### src/rtl/lnff_pkg.sv
// ----------------------------------------------------------------------------
// lnff_pkg: shared types and constants for the LCD number field formatter
// Opcodes, controller states, control/status bundles and character codes.
// ----------------------------------------------------------------------------
package lnff_pkg;

  parameter int VALUE_WIDTH_DEF = 16;
  parameter int MAX_DIGITS_DEF  = 16;

  // Field widths fixed by the request format
  parameter int OP_W     = 2;
  parameter int COLUMN_W = 6;
  parameter int COUNT_W  = 5;

  // Display command and character codes
  parameter logic [7:0] CMD_SET_DDRAM = 8'h80;
  parameter logic [6:0] LINE2_OFFSET  = 7'h40;
  parameter logic [6:0] COLUMN_ADJ    = 7'h7F;  // adds -1 modulo 128
  parameter logic [7:0] CH_ZERO       = 8'h30;
  parameter logic [7:0] CH_UPPER_A    = 8'h41;
  parameter logic [7:0] CH_PLUS       = 8'h2B;
  parameter logic [7:0] CH_MINUS      = 8'h2D;
  parameter logic [3:0] DEC_RADIX     = 4'd10;
  parameter logic [3:0] BCD_ADJ_MIN   = 4'd5;
  parameter logic [3:0] BCD_ADJ_ADD   = 4'd3;

  typedef enum logic [OP_W-1:0] {
    OP_UDEC = 2'd0,
    OP_SDEC = 2'd1,
    OP_HEX  = 2'd2,
    OP_BIN  = 2'd3
  } op_e;

  typedef enum logic [2:0] {
    ST_IDLE,
    ST_CONV,
    ST_CMD,
    ST_SIGN,
    ST_DIGIT
  } state_e;

  typedef enum logic [1:0] {
    EMIT_CMD,
    EMIT_SIGN,
    EMIT_DIGIT
  } emit_e;

  // controller -> datapath
  typedef struct packed {
    logic  load_req;   // capture request fields
    logic  conv_step;  // two double-dabble steps
    logic  out_load;   // load output register
    emit_e emit_sel;   // what byte to load
    logic  out_last;   // final byte of the run
    logic  dig_step;   // one digit consumed
  } cmd_t;

  // datapath -> controller
  typedef struct packed {
    logic is_signed;
    logic cnt_zero;
    logic rem_one;
    logic out_free;
  } status_t;

endpackage

### src/rtl/lcd_number_field_formatter_core.sv
// ----------------------------------------------------------------------------
// lcd_number_field_formatter_core: number to character-display byte stream
// One request becomes a cursor command, an optional sign and the digits.
// ----------------------------------------------------------------------------
//
//  channel  | dir | tdata (low bit up)                        | tuser   | tlast
//  ---------+-----+-------------------------------------------+---------+------------
//  s_axis   | in  | line_select, column, value, digit_count   | opcode  | -
//  m_axis   | out | lcd_byte                                  | is_data | last_of_run
//
//  Each request is accepted, converted, then sent as one cursor beat, one sign
//  beat (signed only) and digit_count digit beats, capped at MAX_DIGITS.
//  The BCD shift loop converts two bits a cycle, and the single output
//  register paces the beats that follow.
//  Reset clears the sequencer and the output valid; no clearing pass.
//  A stalled m_axis holds the current beat; s_axis is ready only when idle,
//  which is also possible while the final beat of a run still waits.
//
module lcd_number_field_formatter_core #(
  parameter int VALUE_WIDTH = lnff_pkg::VALUE_WIDTH_DEF,
  parameter int MAX_DIGITS  = lnff_pkg::MAX_DIGITS_DEF,
  parameter int IN_DW       = ((VALUE_WIDTH + 12 + 7) / 8) * 8
) (
  input  logic                        clk_i,
  input  logic                        rst_ni,
  // request channel
  input  logic                        s_axis_tvalid,
  output logic                        s_axis_tready,
  // {digit_count, value, column, line_select}, line_select at bit 0
  input  logic [IN_DW-1:0]            s_axis_tdata,
  // opcode
  input  logic [lnff_pkg::OP_W-1:0]   s_axis_tuser,
  // display byte channel
  output logic                        m_axis_tvalid,
  input  logic                        m_axis_tready,
  // lcd_byte
  output logic [7:0]                  m_axis_tdata,
  // is_data
  output logic                        m_axis_tuser,
  // last_of_run
  output logic                        m_axis_tlast
);
  import lnff_pkg::*;

  localparam int COL_LO = 1;
  localparam int VAL_LO = COL_LO + COLUMN_W;
  localparam int CNT_LO = VAL_LO + VALUE_WIDTH;

  cmd_t    cmd;
  status_t status;
  op_e     opcode;

  // request fields off the bus
  assign opcode = op_e'(s_axis_tuser);

  lnff_ctrl #(
    .VALUE_WIDTH (VALUE_WIDTH)
  ) u_ctrl (
    .clk_i       (clk_i),
    .rst_ni      (rst_ni),
    .req_valid_i (s_axis_tvalid),
    .req_ready_o (s_axis_tready),
    .status_i    (status),
    .cmd_o       (cmd)
  );

  lnff_dpath #(
    .VALUE_WIDTH (VALUE_WIDTH),
    .MAX_DIGITS  (MAX_DIGITS)
  ) u_dpath (
    .clk_i         (clk_i),
    .rst_ni        (rst_ni),
    .opcode_i      (opcode),
    .line_select_i (s_axis_tdata[0]),
    .column_i      (s_axis_tdata[VAL_LO-1:COL_LO]),
    .value_i       (s_axis_tdata[CNT_LO-1:VAL_LO]),
    .digit_count_i (s_axis_tdata[CNT_LO+COUNT_W-1:CNT_LO]),
    .cmd_i         (cmd),
    .status_o      (status),
    .out_valid_o   (m_axis_tvalid),
    .out_ready_i   (m_axis_tready),
    .out_is_data_o (m_axis_tuser),
    .out_byte_o    (m_axis_tdata),
    .out_last_o    (m_axis_tlast)
  );

endmodule

### src/rtl/lnff_ctrl.sv
// ----------------------------------------------------------------------------
// lnff_ctrl: sequencer for the LCD number field formatter
// Accepts a request, runs the conversion steps, then paces one beat per byte.
// ----------------------------------------------------------------------------
module lnff_ctrl #(
  parameter int VALUE_WIDTH = lnff_pkg::VALUE_WIDTH_DEF
) (
  input  logic              clk_i,
  input  logic              rst_ni,
  input  logic              req_valid_i,
  output logic              req_ready_o,
  input  lnff_pkg::status_t status_i,
  output lnff_pkg::cmd_t    cmd_o
);
  import lnff_pkg::*;

  localparam int DD_CYC = (VALUE_WIDTH + 1) / 2;
  localparam int CCW    = (DD_CYC > 1) ? $clog2(DD_CYC) : 1;

  state_e         state_q, state_d;
  logic [CCW-1:0] conv_cnt_q, conv_cnt_d;

  always_ff @(posedge clk_i or negedge rst_ni) begin
    if (!rst_ni) begin
      state_q    <= ST_IDLE;
      conv_cnt_q <= '0;
    end else begin
      state_q    <= state_d;
      conv_cnt_q <= conv_cnt_d;
    end
  end

  always_comb begin
    state_d      = state_q;
    conv_cnt_d   = conv_cnt_q;
    req_ready_o  = 1'b0;
    cmd_o        = '0;
    cmd_o.emit_sel = EMIT_CMD;
    case (state_q)
      ST_IDLE: begin
        req_ready_o = 1'b1;
        if (req_valid_i) begin
          cmd_o.load_req = 1'b1;
          conv_cnt_d     = '0;
          state_d        = ST_CONV;
        end
      end
      ST_CONV: begin
        cmd_o.conv_step = 1'b1;
        conv_cnt_d      = conv_cnt_q + CCW'(1);
        if (conv_cnt_q == CCW'(DD_CYC - 1)) begin
          state_d = ST_CMD;
        end
      end
      ST_CMD: begin
        cmd_o.emit_sel = EMIT_CMD;
        cmd_o.out_last = !status_i.is_signed && status_i.cnt_zero;
        if (status_i.out_free) begin
          cmd_o.out_load = 1'b1;
          if (cmd_o.out_last) begin
            state_d = ST_IDLE;
          end else if (status_i.is_signed) begin
            state_d = ST_SIGN;
          end else begin
            state_d = ST_DIGIT;
          end
        end
      end
      ST_SIGN: begin
        cmd_o.emit_sel = EMIT_SIGN;
        cmd_o.out_last = status_i.cnt_zero;
        if (status_i.out_free) begin
          cmd_o.out_load = 1'b1;
          state_d        = status_i.cnt_zero ? ST_IDLE : ST_DIGIT;
        end
      end
      ST_DIGIT: begin
        cmd_o.emit_sel = EMIT_DIGIT;
        cmd_o.out_last = status_i.rem_one;
        if (status_i.out_free) begin
          cmd_o.out_load = 1'b1;
          cmd_o.dig_step = 1'b1;
          if (status_i.rem_one) begin
            state_d = ST_IDLE;
          end
        end
      end
      default: begin
        state_d = ST_IDLE;
      end
    endcase
  end

endmodule

### src/rtl/lnff_dpath.sv
// ----------------------------------------------------------------------------
// lnff_dpath: datapath for the LCD number field formatter
// Operand registers, BCD conversion lanes, digit select and output register.
// ----------------------------------------------------------------------------
module lnff_dpath #(
  parameter int VALUE_WIDTH = lnff_pkg::VALUE_WIDTH_DEF,
  parameter int MAX_DIGITS  = lnff_pkg::MAX_DIGITS_DEF
) (
  input  logic                             clk_i,
  input  logic                             rst_ni,
  input  lnff_pkg::op_e                    opcode_i,
  input  logic                             line_select_i,
  input  logic [lnff_pkg::COLUMN_W-1:0]    column_i,
  input  logic [VALUE_WIDTH-1:0]           value_i,
  input  logic [lnff_pkg::COUNT_W-1:0]     digit_count_i,
  input  lnff_pkg::cmd_t                   cmd_i,
  output lnff_pkg::status_t                status_o,
  output logic                             out_valid_o,
  input  logic                             out_ready_i,
  output logic                             out_is_data_o,
  output logic [7:0]                       out_byte_o,
  output logic                             out_last_o
);
  import lnff_pkg::*;

  localparam int DD_CYC = (VALUE_WIDTH + 1) / 2;
  localparam int SHW    = 2 * DD_CYC;
  localparam int BCD_N  = ((VALUE_WIDTH * 1233) >> 12) + 1;
  localparam int BIW    = $clog2(BCD_N);
  localparam int CW     = $clog2(MAX_DIGITS + 1);
  localparam int SELW   = (CW > BIW) ? CW : BIW;
  localparam int PADW   = VALUE_WIDTH + 4 * MAX_DIGITS;

  op_e                        op_q;
  logic                       line_q;
  logic [COLUMN_W-1:0]        col_q;
  logic [CW-1:0]              cnt_q;
  logic [CW-1:0]              rem_q;
  logic                       neg_q;
  logic [VALUE_WIDTH-1:0]     mag_q;
  logic [SHW-1:0]             sh_q, sh_d;
  logic [BCD_N-1:0][3:0]      bcd_q, bcd_d;

  logic                       neg_in;
  logic [VALUE_WIDTH-1:0]     mag_in;
  logic [CW-1:0]              cnt_in;

  logic                       valid_q;
  logic                       is_data_q, last_q;
  logic [7:0]                 byte_q;

  // operand capture
  always_comb begin
    neg_in = (opcode_i == OP_SDEC) && value_i[VALUE_WIDTH-1];
    mag_in = neg_in ? (~value_i + VALUE_WIDTH'(1)) : value_i;
    cnt_in = (32'(digit_count_i) > MAX_DIGITS) ? CW'(MAX_DIGITS) : CW'(digit_count_i);
  end

  // two double-dabble steps per cycle
  always_comb begin
    logic [BCD_N-1:0][3:0] lane_v;
    logic [SHW-1:0]        sh_v;
    lane_v = bcd_q;
    sh_v   = sh_q;
    for (int s = 0; s < 2; s++) begin
      for (int k = 0; k < BCD_N; k++) begin
        if (lane_v[k] >= BCD_ADJ_MIN) begin
          lane_v[k] = lane_v[k] + BCD_ADJ_ADD;
        end
      end
      for (int k = BCD_N - 1; k > 0; k--) begin
        lane_v[k] = {lane_v[k][2:0], lane_v[k-1][3]};
      end
      lane_v[0] = {lane_v[0][2:0], sh_v[SHW-1]};
      sh_v      = sh_v << 1;
    end
    bcd_d = lane_v;
    sh_d  = sh_v;
  end

  always_ff @(posedge clk_i) begin
    if (cmd_i.load_req) begin
      op_q   <= opcode_i;
      line_q <= line_select_i;
      col_q  <= column_i;
      cnt_q  <= cnt_in;
      rem_q  <= cnt_in;
      neg_q  <= neg_in;
      mag_q  <= mag_in;
      sh_q   <= SHW'(mag_in);
      bcd_q  <= '0;
    end else begin
      if (cmd_i.conv_step) begin
        sh_q  <= sh_d;
        bcd_q <= bcd_d;
      end
      if (cmd_i.dig_step) begin
        rem_q <= rem_q - CW'(1);
      end
    end
  end

  // digit select, most significant position first
  logic [SELW-1:0] pos;
  logic [PADW-1:0] hex_sh, bin_sh;
  logic [3:0]      dig;
  logic [7:0]      dig_char;
  logic [6:0]      addr;
  logic [7:0]      sel_byte;

  always_comb begin
    pos    = SELW'(rem_q) - SELW'(1);
    hex_sh = PADW'(mag_q) >> {pos, 2'b00};
    bin_sh = PADW'(mag_q) >> pos;
    case (op_q)
      OP_HEX:  dig = hex_sh[3:0];
      OP_BIN:  dig = {3'b000, bin_sh[0]};
      default: dig = (32'(pos) < BCD_N) ? bcd_q[pos[BIW-1:0]] : 4'd0;
    endcase
    dig_char = (dig < DEC_RADIX) ? (CH_ZERO + {4'b0000, dig})
                                 : (CH_UPPER_A + {4'b0000, dig} - {4'b0000, DEC_RADIX});
    addr = 7'(col_q) + COLUMN_ADJ + (line_q ? LINE2_OFFSET : 7'd0);
    case (cmd_i.emit_sel)
      EMIT_CMD:   sel_byte = CMD_SET_DDRAM | {1'b0, addr};
      EMIT_SIGN:  sel_byte = neg_q ? CH_MINUS : CH_PLUS;
      EMIT_DIGIT: sel_byte = dig_char;
      default:    sel_byte = dig_char;
    endcase
  end

  // output register
  always_ff @(posedge clk_i or negedge rst_ni) begin
    if (!rst_ni) begin
      valid_q <= 1'b0;
    end else if (cmd_i.out_load) begin
      valid_q <= 1'b1;
    end else if (out_ready_i) begin
      valid_q <= 1'b0;
    end
  end

  always_ff @(posedge clk_i) begin
    if (cmd_i.out_load) begin
      byte_q    <= sel_byte;
      is_data_q <= (cmd_i.emit_sel != EMIT_CMD);
      last_q    <= cmd_i.out_last;
    end
  end

  assign status_o.is_signed = (op_q == OP_SDEC);
  assign status_o.cnt_zero  = (cnt_q == '0);
  assign status_o.rem_one   = (rem_q == CW'(1));
  assign status_o.out_free  = !valid_q || out_ready_i;

  assign out_valid_o   = valid_q;
  assign out_is_data_o = is_data_q;
  assign out_byte_o    = byte_q;
  assign out_last_o    = last_q;

endmodule
### config.mk
export PLATFORM = sky130hd
export DESIGN_NAME = lcd_number_field_formatter_core
export DESIGN_NICKNAME = d
export VERILOG_FILES = /design/src/rtl/lnff_pkg.sv /design/src/rtl/lcd_number_field_formatter_core.sv /design/src/rtl/lnff_ctrl.sv /design/src/rtl/lnff_dpath.sv
export SDC_FILE = /design/constraint.sdc
export NUM_CORES = 1
export LEC_CHECK = 0
export ABC_AREA = 1
export BUFFER_PORTS_ARGS = -buffer_cell sky130_fd_sc_hd__buf_2
export CORE_ASPECT_RATIO = 0.9
export CORE_MARGIN = 2
export CORE_UTILIZATION = 56
export CTS_BUF_LIST = sky130_fd_sc_hd__clkbuf_8
export DETAILED_ROUTE_END_ITERATION = 16
export PLACE_DENSITY = 0.81
export SYNTH_ARGS = -nofsm -noshare
export SYNTH_HDL_FRONTEND = slang
export SYNTH_HIERARCHICAL = 1
export SYNTH_SLANG_ARGS = --single-unit
### constraint.sdc
create_clock -name clk_i -period 3 [get_ports clk_i]
set_clock_uncertainty 0.1 [all_clocks]
set_input_delay 0.6 -clock clk_i [delete_from_list [all_inputs] [get_ports clk_i]]
set_output_delay 0.6 -clock clk_i [all_outputs]
set_load 0.1 [all_outputs]
==> qor.yml <==
drt:
  wl_met1_mm: 5.274
  top_layer_used: "met4"
  drt_iter0_drc: 309
  drc: 0
  via_per_inst: 5.383
  drt_first_pass_iters: 5
  wl_met3_um: 540
  wl_met2_mm: 6.023
  antenna_left: 0
  drt_wl_total_mm: 12.01
  wl_per_cell_um: 13.64
  via_count: 4742
cells_and_area:
  layout.nets: 815
  diodes: 0
  nFillCells: 799
  fin_cells: 881
  area_growth_pct: 10.32
  drive_gt1_frac: 0.1682
  finish.utilization: 0.6424
sta:
  setup_viol: 0
  hold_violations: 0
  fin_crit_ns: 2.718
  relSlewSlack: 0.6736
  tns_ns: 0
  holdWs_ns: 0.3051
  finalCritPeriodShare: 0.9059
  fmax_ghz: 0.3680
  rsz0062_at_grt: "no"
  finalMaxSlewViolations: 0
  worstMarginPinSlew_ns: 0.4930
floorplanning:
  start_util: 0.5823
  fp-row-count: 34
  die_x_um: 110.1
  die-height_um: 99.49
  die_area_um2: 10950
  io_pins: 50
  coreArea_um2: 9742
clocking:
  htreeDepth: 3
  tritoncts: "done"
  clk_pin_slew_ns: 0.09
  clock_sinks: 89
  cts_resized: 0
  cts-root-buf: "clkbuf_8"
  numCtsBuffers: 9
  clockBufferDepth: 2
  clk_latency_ns: 0.36
grt:
  grt_max_degree: 33
  grt_util_all_layers: 0.2367
  grt_pass1_wl_mm: 20.72
  gr-total-overflow: 0
  antenna_found_initial: 0
  grt_pass1_vias: 4641
synthesis:
  yosys_most_used_dff: "edfxtp_1"
  syn_inst: 698
  synth_seq_cells: 89
  ys_seq_area_frac: 0.4296
  syn_area_per_cell_um2: 8.127
  syn_nets: 763
  yosys_warnings: 6
  async_flop_share: 0.07865
  synth_cell_types: 52
  synth_enable_flop_cells: 62
  synthesis.area_um2: 5673
placed_design:
  gp_congestion: 0.9005
  dp_hpwl_mm: 9.045
  dp_cells: 862
  io_buffers: 45
power:
  power.density_nw_per_um2: 1059
  peakVddDrop_mv: 0.4576
  p_comb_frac: 0.541
  p_sw_uw: 3206
  sw_frac_of_total: 0.4835
  p_int_uw: 3424
  pwr-share-clk: 0.139
  seq_power_share: 0.320
  p_leak_uw: 0.002892
  totalPowerFinal_uw: 6629
setup_path:
  crit_start: "u_dpath/rem_q[0]$_DFFE_PP_"
  cp.required_ns: 3.03
  worstSetupPathType: "flop to flop"
  crit_fanout: 9
  slowest_stage: "edfxtp_1"
  reg2reg_from: "u_dpath/rem_q[0]$_DFFE_PP_"
  critPathMostFrequentCell: "nand2_1"
  path_delay_family: "simple AND/OR/NAND/NOR gates"
  cp.buffers_inverters: 4
  startpoint_type: "flop"
  cp.arrival_ns: 2.74
  cp-end-kind: "flop"
  cpPeakStageDelay_ns: 0.50
  crit_chain: "inv_8 -> ha_1 -> nand2_1 -> nand2_4 -> inv_4 -> nor2_4 -> nand3_4 -> a21oi_1 -> nand2_1 -> nand3_1 -> inv_1 -> ha_1 -> inv_1 -> nor2_2 -> nor2_4 -> nand2_1 -> nand2_1 -> nand2_1"
run_status:
  status: "complete, no violations"
run:
  maxCapViolCount: 0
hold_path:
  min_path_type: "input port to flop"
  hold_path_startpoint: "s_axis_tdata[2]"
[what timing repair did]
item,in CTS,in global routing
endpoints found under the setup margin,0,1
setup buffers,0,2
hold buffers,1,0
endpoints found under the hold margin,7,0
[synth_stat cells, types with 9 or more instances]
cell type | instances | area share
a21oi_1 | 26 | 0.023
nor2_1 | 49 | 0.032
dfxtp_1 | 20 | 0.071
nand3_1 | 26 | 0.023
o21ai_1 | 15 | 0.013
inv_1 | 97 | 0.064
nor2_2 | 9 | 0.0099
xor2_1 | 20 | 0.031
o22ai_1 | 10 | 0.011
o21ai_0 | 53 | 0.047
nand2_2 | 9 | 0.0099
edfxtp_1 | 62 | 0.33
nand2_1 | 176 | 0.12
ha_1 | 27 | 0.060
[path summary, 6_finish.rpt]
path	endpoint	slack [ns]	cells after the start
max in group asynchronous	u_ctrl/conv_cnt_q[2]$_DFFE_PN0P_	2.16	2
min reg2reg	u_dpath/bcd_q[0]$_SDFFE_PP0P_	0.37	2
min in group asynchronous	u_ctrl/state_q[1]$_DFFE_PN0P_	0.49	2
min	u_dpath/col_q[1]$_DFFE_PP_	0.31	1
max	u_dpath/out_byte_o[2]$_DFFE_PP_	0.28	18
max reg2reg	u_dpath/out_byte_o[2]$_DFFE_PP_	0.28	18
[cell usage in the layout, fill, tap and decap left out, types with 4 or more instances in the layout]
cell type  count
o21ai_0       53
xnor2_1        4
nand3_2        5
clkbuf_8       9
nor2_2         9
buf_4          9
dfrtp_1        7
inv_1         97
buf_2         45
nand2_2        9
inv_2          6
o22ai_1       10
clkinv_1       5
ha_1          27
o21ai_2        4
edfxtp_1      62
nand2_1      176
o211ai_1       4
a21oi_1       26
nand3_1       26
xor2_1        20
a31oi_1        4
nor2_4         6
nor2_1        49
nand4_1        4
o21ai_1       15
dfxtp_1       20
nand2_4        4
[stage by stage]
stage	setup WS, ns	instance area, um2
6_report	0.2823	6259
5_1_grt	0.08157	6259
4_1_cts	0.2167	6243
3_5_place_dp	0.2455	6011
3_3_place_gp	0.3497	6011
2_1_floorplan	0.1063	5673
[power groups by stage]
stage	Sequential, uW	Clock [uW]	Combinational, uW
floorplan	2400	0	2540
global placement	2120	0	3340
detailed placement	2140	0	3530
CTS	2120	942	3550
global route	2160	978	4040
finish	2120	922	3590
[cell families (layout without fill, tap and decap cells)]
family,Yosys count,count (layout),share of synthesized area
buffers and inverters,124,181,0.09219
DFF,89,89,0.4296
AOI/OAI and AO/OA,130,130,0.1332
xor gates and xnor gates,24,24,0.03705
adders and majority gates,27,27,0.05955
and+or+nand+nor,304,304,0.2483
[worst register-to-register path, delay by kind of cell (launching register included)]
| kind | cells | cell delay [ns] |
|---|---|---|
| simple gates | 11 | 1.04 |
| flops | 1 | 0.50 |
| fa+ha+maj | 2 | 0.41 |
| buf+inv | 4 | 0.32 |
| compound gates | 1 | 0.12 |
[routing by layer]
layer,global-route usage,vias to the layer above
li1,-,2384
met1,0.3077,2216
met2,0.4021,125
met3,0.03866,17
met4,0.07788,0
met5,0,-
[flip-flops by register name, indices dropped and copies added (netlist names), 2 cells and up]
register            flops
u_ctrl/state_q          3
u_ctrl/conv_cnt_q       3
u_dpath/out_byte_o      8
u_dpath/bcd_q          20
u_dpath/op_q            2
u_dpath/mag_q          16
u_dpath/cnt_q           5
u_dpath/sh_q           16
u_dpath/col_q           6
u_dpath/rem_q           5
[final cells by class]
cell class              count  area (um2)  area share
clock inverters             7       98.84     0.01579
flip-flops and latches     89        2437      0.3894
multi-input cells         485        2713      0.4334
clock buffers               9       123.9     0.01979
inverters                 110       425.4     0.06797
well taps                 126       157.7     0.02519
repair buffers             55       302.8     0.04838
(Power assumes the default switching activity.)
